==> src/rtl/wsd_pkg.sv <==
// shared types and constants for the websocket frame deframer
// no dependencies; imported by the top level and the front, queue and back modules

package wsd_pkg;

   localparam int LENGTH_WIDTH = 64;

   localparam int QUEUE_DEPTH = 4;
   localparam int QPTR_WIDTH  = $clog2(QUEUE_DEPTH);
   localparam int QCNT_WIDTH  = $clog2(QUEUE_DEPTH + 1);

   localparam logic [6:0] LEN_CODE_16 = 7'd126;
   localparam logic [6:0] LEN_CODE_64 = 7'd127;

   // extended length and masking key byte counts, minus one
   localparam logic [2:0] EXT_LAST_16 = 3'd1;
   localparam logic [2:0] EXT_LAST_64 = 3'd7;
   localparam logic [1:0] KEY_LAST    = 2'd3;

   typedef enum logic [2:0] {
      PH_HDR0,
      PH_HDR1,
      PH_EXT,
      PH_KEY,
      PH_DATA
   } phase_type;

   typedef struct packed {
      logic       is_key;
      logic       emit;
      logic       has_data;
      logic       masked;
      logic [7:0] data;
      logic [3:0] opcode;
      logic       frame_end;
      logic       message_end;
   } entry_type;

endpackage

==> src/rtl/websocket_frame_deframer.sv <==
// websocket frame deframer, receive side
// request channel: one byte of the framed stream per request (req_valid, req_stall)
// response channel: one payload byte or empty-frame marker per response (rsp_valid,
// rsp_stall), tagged with the message opcode and frame-end / message-end flags
// header, extended length and key bytes give no response; an empty frame gives one
// marker with rsp_has_data low on the byte that completes its header
// the parser takes one byte per cycle while req_stall is low; a payload byte passes
// through the queue into the rsp_* response register; sustained rate with rsp_stall low
// is one byte per cycle, set by the parser and the one-entry-per-cycle output stage
// a four-entry queue separates parser and output side, so a stalled response
// keeps the parser running until the queue fills; then req_stall rises
// synchronous reset returns to waiting for the first header byte, clears the
// masking key and empties the queue and the response register
// depends on wsd_pkg, wsd_front, wsd_queue, wsd_back

module websocket_frame_deframer
   import wsd_pkg::*;
(
   input  logic       clock,
   input  logic       reset,
   input  logic       req_valid,
   output logic       req_stall,
   input  logic [7:0] req_in_byte,
   output logic       rsp_valid,
   input  logic       rsp_stall,
   output logic [7:0] rsp_out_byte,
   output logic       rsp_has_data,
   output logic [3:0] rsp_msg_opcode,
   output logic       rsp_frame_end,
   output logic       rsp_message_end
);

   logic      q_full;
   logic      q_push;
   entry_type q_entry;
   logic      q_pop;
   logic      q_head_valid;
   entry_type q_head;

   wsd_front u_front (
      .clock       (clock),
      .reset       (reset),
      .req_valid   (req_valid),
      .req_stall   (req_stall),
      .req_in_byte (req_in_byte),
      .q_full      (q_full),
      .q_push      (q_push),
      .q_entry     (q_entry)
   );

   wsd_queue u_queue (
      .clock      (clock),
      .reset      (reset),
      .push       (q_push),
      .push_entry (q_entry),
      .full       (q_full),
      .pop        (q_pop),
      .head_valid (q_head_valid),
      .head_entry (q_head)
   );

   wsd_back u_back (
      .clock           (clock),
      .reset           (reset),
      .head_valid      (q_head_valid),
      .head_entry      (q_head),
      .pop             (q_pop),
      .rsp_valid       (rsp_valid),
      .rsp_stall       (rsp_stall),
      .rsp_out_byte    (rsp_out_byte),
      .rsp_has_data    (rsp_has_data),
      .rsp_msg_opcode  (rsp_msg_opcode),
      .rsp_frame_end   (rsp_frame_end),
      .rsp_message_end (rsp_message_end)
   );

endmodule

==> src/rtl/wsd_front.sv <==
// header parser: walks frame headers and pushes key, payload and marker entries
// depends on wsd_pkg

module wsd_front
   import wsd_pkg::*;
(
   input  logic       clock,
   input  logic       reset,
   input  logic       req_valid,
   output logic       req_stall,
   input  logic [7:0] req_in_byte,
   input  logic       q_full,
   output logic       q_push,
   output entry_type  q_entry
);

   phase_type               phase_ff, phase_in;
   logic [2:0]              ext_count_ff, ext_count_in;
   logic [1:0]              key_count_ff, key_count_in;
   logic                    fin_ff, fin_in;
   logic                    masked_ff, masked_in;
   logic [3:0]              cur_opcode_ff, cur_opcode_in;
   logic                    mid_message_ff, mid_message_in;
   logic [LENGTH_WIDTH-1:0] remaining_ff, remaining_in;

   logic                    accept;
   logic [6:0]              len_code;
   logic [LENGTH_WIDTH-1:0] ext_shift;
   logic                    last_data;

   assign req_stall = q_full;
   assign accept    = req_valid && !q_full;
   assign len_code  = req_in_byte[6:0];
   assign ext_shift = {remaining_ff[LENGTH_WIDTH-9:0], req_in_byte};
   assign last_data = (remaining_ff == LENGTH_WIDTH'(1));

   always_comb begin
      phase_in       = phase_ff;
      ext_count_in   = ext_count_ff;
      key_count_in   = key_count_ff;
      fin_in         = fin_ff;
      masked_in      = masked_ff;
      cur_opcode_in  = cur_opcode_ff;
      mid_message_in = mid_message_ff;
      remaining_in   = remaining_ff;

      q_push              = 1'b0;
      q_entry.is_key      = 1'b0;
      q_entry.emit        = 1'b0;
      q_entry.has_data    = 1'b0;
      q_entry.masked      = masked_ff;
      q_entry.data        = 8'd0;
      q_entry.opcode      = cur_opcode_ff;
      q_entry.frame_end   = 1'b1;
      q_entry.message_end = fin_ff;

      if (accept) begin
         case (phase_ff)
            PH_HDR0: begin
               fin_in = req_in_byte[7];
               if (!mid_message_ff) begin
                  cur_opcode_in = req_in_byte[3:0];
               end
               phase_in = PH_HDR1;
            end
            PH_HDR1: begin
               masked_in = req_in_byte[7];
               key_count_in = 2'd0;
               if (len_code == LEN_CODE_16 || len_code == LEN_CODE_64) begin
                  remaining_in = '0;
                  ext_count_in = (len_code == LEN_CODE_16) ? EXT_LAST_16 : EXT_LAST_64;
                  phase_in     = PH_EXT;
               end else begin
                  remaining_in = LENGTH_WIDTH'(len_code);
                  if (req_in_byte[7]) begin
                     phase_in = PH_KEY;
                  end else if (len_code == 7'd0) begin
                     // empty frame ends on its second header byte
                     q_push         = 1'b1;
                     q_entry.emit   = 1'b1;
                     mid_message_in = !fin_ff;
                     phase_in       = PH_HDR0;
                  end else begin
                     phase_in = PH_DATA;
                  end
               end
            end
            PH_EXT: begin
               remaining_in = ext_shift;
               if (ext_count_ff != 3'd0) begin
                  ext_count_in = ext_count_ff - 3'd1;
               end else if (masked_ff) begin
                  key_count_in = 2'd0;
                  phase_in     = PH_KEY;
               end else if (ext_shift == '0) begin
                  q_push         = 1'b1;
                  q_entry.emit   = 1'b1;
                  mid_message_in = !fin_ff;
                  phase_in       = PH_HDR0;
               end else begin
                  phase_in = PH_DATA;
               end
            end
            PH_KEY: begin
               q_push         = 1'b1;
               q_entry.is_key = 1'b1;
               q_entry.data   = req_in_byte;
               if (key_count_ff != KEY_LAST) begin
                  key_count_in = key_count_ff + 2'd1;
               end else if (remaining_ff == '0) begin
                  // last key byte also closes an empty masked frame
                  q_entry.emit   = 1'b1;
                  mid_message_in = !fin_ff;
                  phase_in       = PH_HDR0;
               end else begin
                  phase_in = PH_DATA;
               end
            end
            PH_DATA: begin
               q_push              = 1'b1;
               q_entry.emit        = 1'b1;
               q_entry.has_data    = 1'b1;
               q_entry.data        = req_in_byte;
               q_entry.frame_end   = last_data;
               q_entry.message_end = last_data && fin_ff;
               remaining_in        = remaining_ff - LENGTH_WIDTH'(1);
               if (last_data) begin
                  mid_message_in = !fin_ff;
                  phase_in       = PH_HDR0;
               end
            end
            default: begin
               phase_in = PH_HDR0;
            end
         endcase
      end
   end

   always_ff @(posedge clock) begin
      if (reset) begin
         phase_ff       <= PH_HDR0;
         ext_count_ff   <= 3'd0;
         key_count_ff   <= 2'd0;
         fin_ff         <= 1'b0;
         masked_ff      <= 1'b0;
         cur_opcode_ff  <= 4'd0;
         mid_message_ff <= 1'b0;
         remaining_ff   <= '0;
      end else begin
         phase_ff       <= phase_in;
         ext_count_ff   <= ext_count_in;
         key_count_ff   <= key_count_in;
         fin_ff         <= fin_in;
         masked_ff      <= masked_in;
         cur_opcode_ff  <= cur_opcode_in;
         mid_message_ff <= mid_message_in;
         remaining_ff   <= remaining_in;
      end
   end

endmodule

==> src/rtl/wsd_queue.sv <==
// short fifo of parsed entries between the header parser and the output side
// depends on wsd_pkg

module wsd_queue
   import wsd_pkg::*;
(
   input  logic      clock,
   input  logic      reset,
   input  logic      push,
   input  entry_type push_entry,
   output logic      full,
   input  logic      pop,
   output logic      head_valid,
   output entry_type head_entry
);

   entry_type mem_ff [QUEUE_DEPTH];

   logic [QPTR_WIDTH-1:0] wr_ptr_ff, wr_ptr_in;
   logic [QPTR_WIDTH-1:0] rd_ptr_ff, rd_ptr_in;
   logic [QCNT_WIDTH-1:0] count_ff, count_in;

   assign full       = (count_ff == QCNT_WIDTH'(QUEUE_DEPTH));
   assign head_valid = (count_ff != '0);
   assign head_entry = mem_ff[rd_ptr_ff];

   always_comb begin
      wr_ptr_in = push ? wr_ptr_ff + QPTR_WIDTH'(1) : wr_ptr_ff;
      rd_ptr_in = pop ? rd_ptr_ff + QPTR_WIDTH'(1) : rd_ptr_ff;
      count_in  = count_ff;
      if (push && !pop) begin
         count_in = count_ff + QCNT_WIDTH'(1);
      end else if (pop && !push) begin
         count_in = count_ff - QCNT_WIDTH'(1);
      end
   end

   always_ff @(posedge clock) begin
      if (push) begin
         mem_ff[wr_ptr_ff] <= push_entry;
      end
   end

   always_ff @(posedge clock) begin
      if (reset) begin
         wr_ptr_ff <= '0;
         rd_ptr_ff <= '0;
         count_ff  <= '0;
      end else begin
         wr_ptr_ff <= wr_ptr_in;
         rd_ptr_ff <= rd_ptr_in;
         count_ff  <= count_in;
      end
   end

endmodule

==> src/rtl/wsd_back.sv <==
// output side: keeps the masking key, unmasks payload bytes, holds the response register
// depends on wsd_pkg

module wsd_back
   import wsd_pkg::*;
(
   input  logic       clock,
   input  logic       reset,
   input  logic       head_valid,
   input  entry_type  head_entry,
   output logic       pop,
   output logic       rsp_valid,
   input  logic       rsp_stall,
   output logic [7:0] rsp_out_byte,
   output logic       rsp_has_data,
   output logic [3:0] rsp_msg_opcode,
   output logic       rsp_frame_end,
   output logic       rsp_message_end
);

   logic [31:0] mask_key_ff, mask_key_in;
   logic [1:0]  key_index_ff, key_index_in;
   logic        valid_ff, valid_in;
   logic [7:0]  byte_ff, byte_in;
   logic        has_data_ff;
   logic [3:0]  opcode_ff;
   logic        frame_end_ff;
   logic        message_end_ff;

   logic        load;
   logic [7:0]  key_byte;

   // key entries never wait on the response side, unless they also carry an empty-frame marker
   assign pop  = head_valid && (!head_entry.emit || !valid_ff || !rsp_stall);
   assign load = pop && head_entry.emit;

   always_comb begin
      case (key_index_ff)
         2'd0:    key_byte = mask_key_ff[31:24];
         2'd1:    key_byte = mask_key_ff[23:16];
         2'd2:    key_byte = mask_key_ff[15:8];
         default: key_byte = mask_key_ff[7:0];
      endcase
   end

   always_comb begin
      mask_key_in  = mask_key_ff;
      key_index_in = key_index_ff;
      byte_in      = 8'd0;
      if (pop && head_entry.is_key) begin
         mask_key_in  = {mask_key_ff[23:0], head_entry.data};
         key_index_in = 2'd0;
      end else if (pop && head_entry.has_data) begin
         key_index_in = key_index_ff + 2'd1;
      end
      if (head_entry.has_data) begin
         byte_in = head_entry.masked ? (head_entry.data ^ key_byte) : head_entry.data;
      end

      if (load) begin
         valid_in = 1'b1;
      end else if (valid_ff && rsp_stall) begin
         valid_in = 1'b1;
      end else begin
         valid_in = 1'b0;
      end
   end

   always_ff @(posedge clock) begin
      if (reset) begin
         mask_key_ff  <= 32'd0;
         key_index_ff <= 2'd0;
         valid_ff     <= 1'b0;
      end else begin
         mask_key_ff  <= mask_key_in;
         key_index_ff <= key_index_in;
         valid_ff     <= valid_in;
      end
   end

   always_ff @(posedge clock) begin
      if (load) begin
         byte_ff        <= byte_in;
         has_data_ff    <= head_entry.has_data;
         opcode_ff      <= head_entry.opcode;
         frame_end_ff   <= head_entry.frame_end;
         message_end_ff <= head_entry.message_end;
      end
   end

   assign rsp_valid       = valid_ff;
   assign rsp_out_byte    = byte_ff;
   assign rsp_has_data    = has_data_ff;
   assign rsp_msg_opcode  = opcode_ff;
   assign rsp_frame_end   = frame_end_ff;
   assign rsp_message_end = message_end_ff;

endmodule

==> config.mk <==
export PLATFORM = sky130hd
export DESIGN_NAME = websocket_frame_deframer
export DESIGN_NICKNAME = d
export VERILOG_FILES = /design/src/rtl/wsd_pkg.sv /design/src/rtl/websocket_frame_deframer.sv /design/src/rtl/wsd_front.sv /design/src/rtl/wsd_queue.sv /design/src/rtl/wsd_back.sv
export SDC_FILE = /design/constraint.sdc
export NUM_CORES = 1
export LEC_CHECK = 0
export BUFFER_PORTS_ARGS = -buffer_cell sky130_fd_sc_hd__clkbuf_2
export CORE_MARGIN = 4
export CORE_UTILIZATION = 50
export DETAILED_ROUTE_END_ITERATION = 16
export HOLD_SLACK_MARGIN = 0.08
export PLACE_DENSITY = 0.8
export SYNTH_ARGS = -nofsm -noshare
export SYNTH_HDL_FRONTEND = slang
export SYNTH_SLANG_ARGS = --single-unit
export TNS_END_PERCENT = 50
==> constraint.sdc <==
create_clock -name clock -period 3.2 [get_ports clock]
set_clock_uncertainty 0.15 [all_clocks]
set_input_delay 0.48 -clock clock [delete_from_list [all_inputs] [get_ports clock]]
set_output_delay 0.48 -clock clock [all_outputs]
set_load 0.02 [all_outputs]
==> results.cfg, run 1 <==
[place]
placedCellCount = 1405
dp.final_hpwl_mm = 18.0
io_buffers = 28
postPlaceCellArea_um2 = 11300
gp_congestion = 0.914

[hold_path]
min-delay-start = rsp_stall
hold_class = in -> reg

[yosys]
yosys_register_bits = 210
synth_most_common_cell = nand2_1
synth-edff-count = 87
ys_types = 71
syn_inst = 1102
yosys_most_used_dff = dfxtp_1
synth_area_leaders = edfxtp_1 (25%), dfxtp_1 (24%), a21oi_1 (5.3%)
synthArstFlopShare_pct = 0
yosys.area.top_type = edfxtp_1
syn_avg_cell_area_um2 = 9.41
yosysWarnings = 0
synth_top_cell_area_share_pct = 25.2
yosysSeqAreaShare_pct = 48.9
syn_area_um2 = 10400
synth_common_cells = nand2_1 (138), dfxtp_1 (123), a21oi_1 (109)
syn_nets = 1130

[sta]
period_minus_slack_ps = 3100
max-slew-margin-rel_pct = 56.5
tightest_slew_ps = 652
tns_ps = 0
fin_crit_sh_pct = 97.0
slew_violations = 0
whs_ps = 110
timing.fmax_mhz = 322
hold_viol = 0
grt_setup_unrepaired = true
finalSetupViolCount = 0

[worst_setup_path]
cp.required_ps = 3480
crit_path_start_kind = flop
cp_num_buf_inv = 2
crit_family = simple AND/OR/NAND/NOR gates
max_stage_delay_ps = 530
path_cells = or4_4, nand4b_1, nor4_4, nand3_2, and2_4, inv_1, ha_2, inv_1, fa_2, xor2_1, or3_1, a21oi_1
critPathArrivalTime_ps = 3380
timing.rr.start = u_front.remaining_ff[40]
crit_slowest_cell = or4_4
crit_type = reg -> reg
path_common_cell = inv_1
startpoint = u_front.remaining_ff[40]
path_max_fanout = 2
cp-end-kind = flop

[clock_network]
cts_tree = done
cts_root_buffer = clkbuf_16
clk_pin_slew_ps = 60
htree_levels = 1
cts_buffers = 22
cts_buffer_depth = 3
clkLatencyLatePin_ps = 510
ctsHoldBuffers = 0
cts.sinks = 210

[pwr]
leakage_nw = 4.29
power_density_nw_per_um2 = 714
irDropWorstVdd_mv = 0.405
finalPower_w = 0.00855

[floorplan]
dieArea_um2 = 23100
io_pins = 29
die_h_um = 152
coreArea_um2 = 20300
num_rows = 52
initial_core_util_pct = 51.1
fp.dieW_um = 152

[drt]
drt_iter0_markers = 931
drcViolationCount = 0
ant_nets = 0
vias = 9114
drt-total-wl_mm = 27.8
vias_per_cell = 6.30
wl_per_cell_um = 19.2
first_pass_iters = 6

[cells_and_area]
n_antenna_cell = 0
final_nets = 1188
drive_gt1_share_pct = 16.2
stdcell_count = 1446
design_area_um2 = 12000
fill_cells = 1697
syn_to_final_growth_pct = 15.4

[global_route]
grt_usage_pct = 23.1
grt_max_degree = 79
antenna_found_initial = 0
gr-total-overflow = 0
grt_pass1_vias = 8698
grt_pass1_wl_mm = 44.9

[run_status]
status = finished, final reports clean

[job]
max_cap_viol_count = 0
==> cells in the final DEF (no fill, tap or decap), types with 22 or more instances in the layout <==
cell type / synthesis / routed
a21oi_1: 109 / 109
buf_4: 1 / 79
clkbuf_16: 0 / 22
clkbuf_2: 0 / 27
dfxtp_1: 123 / 122
edfxtp_1: 87 / 87
inv_1: 24 / 24
nand2_1: 138 / 138
nand3_1: 23 / 22
nor2_1: 95 / 95
nor3_1: 39 / 38
o21ai_0: 63 / 62
==> metal layers <==
layer  vias up  track usage, %  routed length [µm]
met3        97            3.58                2130
met2       434            40.0               13600
met5         -               0                   0
met4         0            8.82                1050
met1      4357            29.2               11000
li1       4226               -                   -
==> path summary, 6_finish.rpt <==
| kind | end | slack (ps) | cells past startpoint |
|---|---|---|---|
| worst max register to register | u_queue.count_ff[2] | 100 | 12 |
| worst min-delay path | u_back.rsp_valid | 110 | 3 |
| worst min register to register | u_back.mask_key_ff[30] | 310 | 2 |
| worst max-delay path | u_queue.count_ff[2] | 100 | 12 |
==> logic make-up after synthesis <==
logic type	after synthesis	synth area share, %
AND/OR/NAND/NOR	429	20.5
AO/OA/AOI/OAI	295	17.8
XOR/XNOR	17	1.44
flip-flops	210	48.9
buffers and inverters	100	3.87
multiplexers	35	5.45
adder cells (fa/ha/maj)	16	2.00
==> through the flow <==
stage,util (%),setup slack (ps)
finish,59.0,95.5
global placement,55.6,11.9
CTS,58.9,37.6
floorplan,-,19.7
detailed placement,55.6,-59.5
global route,59.0,-19.5
==> worst reg2reg max path, stage by stage, from the launching register on <==
cell      delay, ps
dfxtp_1         310
or4_4           530
nand4b_1        310
nor4_4          270
nand3_2         110
and2_4          160
inv_1            60
ha_2            170
inv_1            50
fa_2            330
xor2_1          150
or3_1           300
a21oi_1         150
==> final cells by class <==
type | count | area (µm²) | area share, %
inverters | 24 | 90.1 | 0.752
repair buffers | 110 | 808 | 6.75
well taps | 270 | 338 | 2.82
multi-input cells | 792 | 4980 | 41.6
clock buffers | 27 | 579 | 4.84
clock inverters | 13 | 97.6 | 0.815
flip-flops and latches | 210 | 5080 | 42.4
==> power breakdown <==
part	internal [W]	total, W	switching (W)
sequential	0.00306	0.00323	0.000164
clock	0.00137	0.00243	0.00106
combinational	0.00105	0.00289	0.00184
==> state kept, by name (all words and copies together), names as in the netlist, 2 cells and up, named ones only <==
name / flops
u_front.ext_count_ff: 3
u_front.phase_ff: 3
u_back.rsp_out_byte: 8
u_front.key_count_ff: 2
u_queue.count_ff: 3
u_front.cur_opcode_ff: 4
u_queue.rd_ptr_ff: 2
u_back.key_index_ff: 2
u_queue.mem_ff: 72
u_back.mask_key_ff: 32
u_back.rsp_msg_opcode: 4
u_front.remaining_ff: 64
u_queue.wr_ptr_ff: 2
==> timing repair <==
item | 4_1_cts | 5_1_grt
endpoints found under the setup margin | 1 | 1
setup buffers | 1 | 0
resized for setup | 0 | 4
Power figures use the tool's default switching activity.
==> run 2: changes to the inputs <==
--- a/config.mk
+++ b/config.mk
@@ -9,7 +9,9 @@
 export CORE_MARGIN = 4
 export CORE_UTILIZATION = 50
 export DETAILED_ROUTE_END_ITERATION = 16
+export GPL_TIMING_DRIVEN = 0
 export HOLD_SLACK_MARGIN = 0.08
+export MAX_ROUTING_LAYER = met4
 export PLACE_DENSITY = 0.8
 export SYNTH_ARGS = -nofsm -noshare
 export SYNTH_HDL_FRONTEND = slang
==> results.cfg, run 2 (synthesized netlist as in run 1, its figures left out) <==
[run_status]
status = complete, but fails checks
violations = negative setup slack

[place]
io_buffers = 28
placedCellCount = 1404
gp_congestion = 0.970
dp.final_hpwl_mm = 21.2

[cells_and_area]
top_regs = u_queue.mem_ff: 72 flops, u_front.remaining_ff: 64 flops, u_back.mask_key_ff: 32 flops
largest_register = u_queue.mem_ff
largest_register_ffs = 72
stdcell_count = 1460
final_common_cell = nand2_1
syn_to_final_growth_pct = 16.1
n_antenna_cell = 0
final_util_pct = 59.3
final_nets = 1202
drive_gt1_share_pct = 13.8
final_cell_mix = nand2_1 (138), dfxtp_1 (119), a21oi_1 (108), nor2_1 (94), edfxtp_1 (87)

[worst_setup_path]
critPathArrivalTime_ps = 3720
path_common_cell = inv_2
path_max_fanout = 6
startpoint = u_front.remaining_ff[38]
crit_path_start_kind = flop
reg2reg_depth = 13
crit_type = reg -> reg
crit_slowest_cell = or4_4
crit_family = simple AND/OR/NAND/NOR gates
cp_num_cells = 13
timing.rr.start = u_front.remaining_ff[38]
cp.required_ps = 3500
path_cells = or4_4, nand4b_1, buf_6, nor4_4, nand3_2, and2_4, inv_2, ha_4, inv_2, fa_2, xor2_1, or3_1, a21oi_2
cp_num_buf_inv = 3
cp-end-kind = flop
r2r_slack_ps = -220
max_stage_delay_ps = 510

[floorplan]
io_pins = 29
initial_core_util_pct = 51.1
die_h_um = 152
fp.dieW_um = 152
num_rows = 52
dieArea_um2 = 23100
coreArea_um2 = 20300

[pwr]
p_seq_share_pct = 36.7
comb_power_share_pct = 32.1
leakage_nw = 4.20
pwr-share-clk_pct = 31.2
power_density_nw_per_um2 = 743
p_sw_share_pct = 36.2
p_int_w = 0.00570
power_switching_w = 0.00324
irDropWorstVdd_mv = 0.444
finalPower_w = 0.00894

[clock_network]
cts.sinks = 210
cts_tree = done
clkLatencyLatePin_ps = 520
cts_root_buffer = clkbuf_16
clk_pin_slew_ps = 70
htree_levels = 1
cts_buffer_depth = 3
cts_buffers = 22

[sta]
finalSetupViolCount = 1
timing.fmax_mhz = 292
hold_viol = 0
whs_ps = 143
tightest_slew_ps = 930
tns_ps = -224
max-slew-margin-rel_pct = 37.1
slew_violations = 0
fin_crit_sh_pct = 107
grt_setup_unrepaired = true
setup_ws_ps = -224
period_minus_slack_ps = 3420

[drt]
ant_nets = 0
vias = 9594
wl_per_cell_um = 21.8
drt-total-wl_mm = 31.8
first_pass_iters = 6
vias_per_cell = 6.57
drt_iter0_markers = 1248
drcViolationCount = 0

[global_route]
grt_pass1_wl_mm = 49.5
antenna_found_initial = 0
grt_pass1_vias = 9132
gr-total-overflow = 0
grt_usage_pct = 26.7
grt_max_degree = 18

[hold_path]
min_delay_path_depth = 3
min-delay-start = req_in_byte[2]
hold_class = in -> reg

[job]
max_cap_viol_count = 0
==> run 2: cell count changes in the layout (fill, tap and decap cells not counted), sizes merged <==
cell         previous run  this run
clkbuf                 54       113
clkinvlp                0         1
dlygate4sd3             0         1
buf                    83        32
bufinv                  1         5
==> run 2: area by class of cell <==
class	count	area [µm²]
Tap cell	270	338
Sequential cell	210	5080
Buffer	74	309
Fill cell	1715	8260
Clock buffer	22	551
Timing Repair Buffer	50	334
Inverter	24	90.1
Multi-Input combinational cell	792	5110
Clock inverter	18	234
==> run 2: per-stage QoR <==
step           setup WS (ps)  cell area (µm²)
3_3_place_gp            -966            10900
2_1_floorplan           19.7            10400
3_5_place_dp            -573            11000
5_1_grt                 -326            12000
4_1_cts                -70.5            11900
6_report                -224            12000
==> run 2: final timing paths <==
kind / end
setup / recovery: u_queue.count_ff[2]
hold / removal: u_front.cur_opcode_ff[2]
setup reg to reg: u_queue.count_ff[2]
hold reg to reg: u_back.mask_key_ff[25]
==> run 2: timing repair <==
| action | CTS | global route |
|---|---|---|
| setup endpoints to repair | 94 | 70 |
| pin swaps | 7 | 10 |
| hold endpoints to repair | 1 | 0 |
| hold buffers | 1 | 0 |
| resized for setup | 16 | 22 |
| setup buffers | 4 | 13 |
==> run 2: power by group through the flow <==
stage	registers [W]	clock network (W)	logic [W]
after floorplan	0.00334	0	0.00184
after global placement	0.00327	0	0.00266
after detailed placement	0.00328	0	0.00271
after CTS	0.00326	0.00282	0.00276
after global routing	0.00332	0.00291	0.00306
final	0.00328	0.00279	0.00287
==> run 2: routing by layer <==
| layer | vias up | global-route usage [%] | part of all wire, % |
|---|---|---|---|
| li1 | 4251 | - | - |
| met1 | 4551 | 33.0 | 37 |
| met2 | 650 | 43.5 | 48 |
| met3 | 142 | 4.32 | 10 |
| met4 | 0 | 12.0 | 4.9 |
| met5 | - | - | 0 |
==> run 2: worst register-to-register path, cell delays in order, from the launching register on <==
cell	delay (ps)
dfxtp_1	380
or4_4	510
nand4b_1	200
buf_6	160
nor4_4	400
nand3_2	140
and2_4	180
inv_2	60
ha_4	130
inv_2	40
fa_2	350
xor2_1	150
or3_1	370
a21oi_2	140
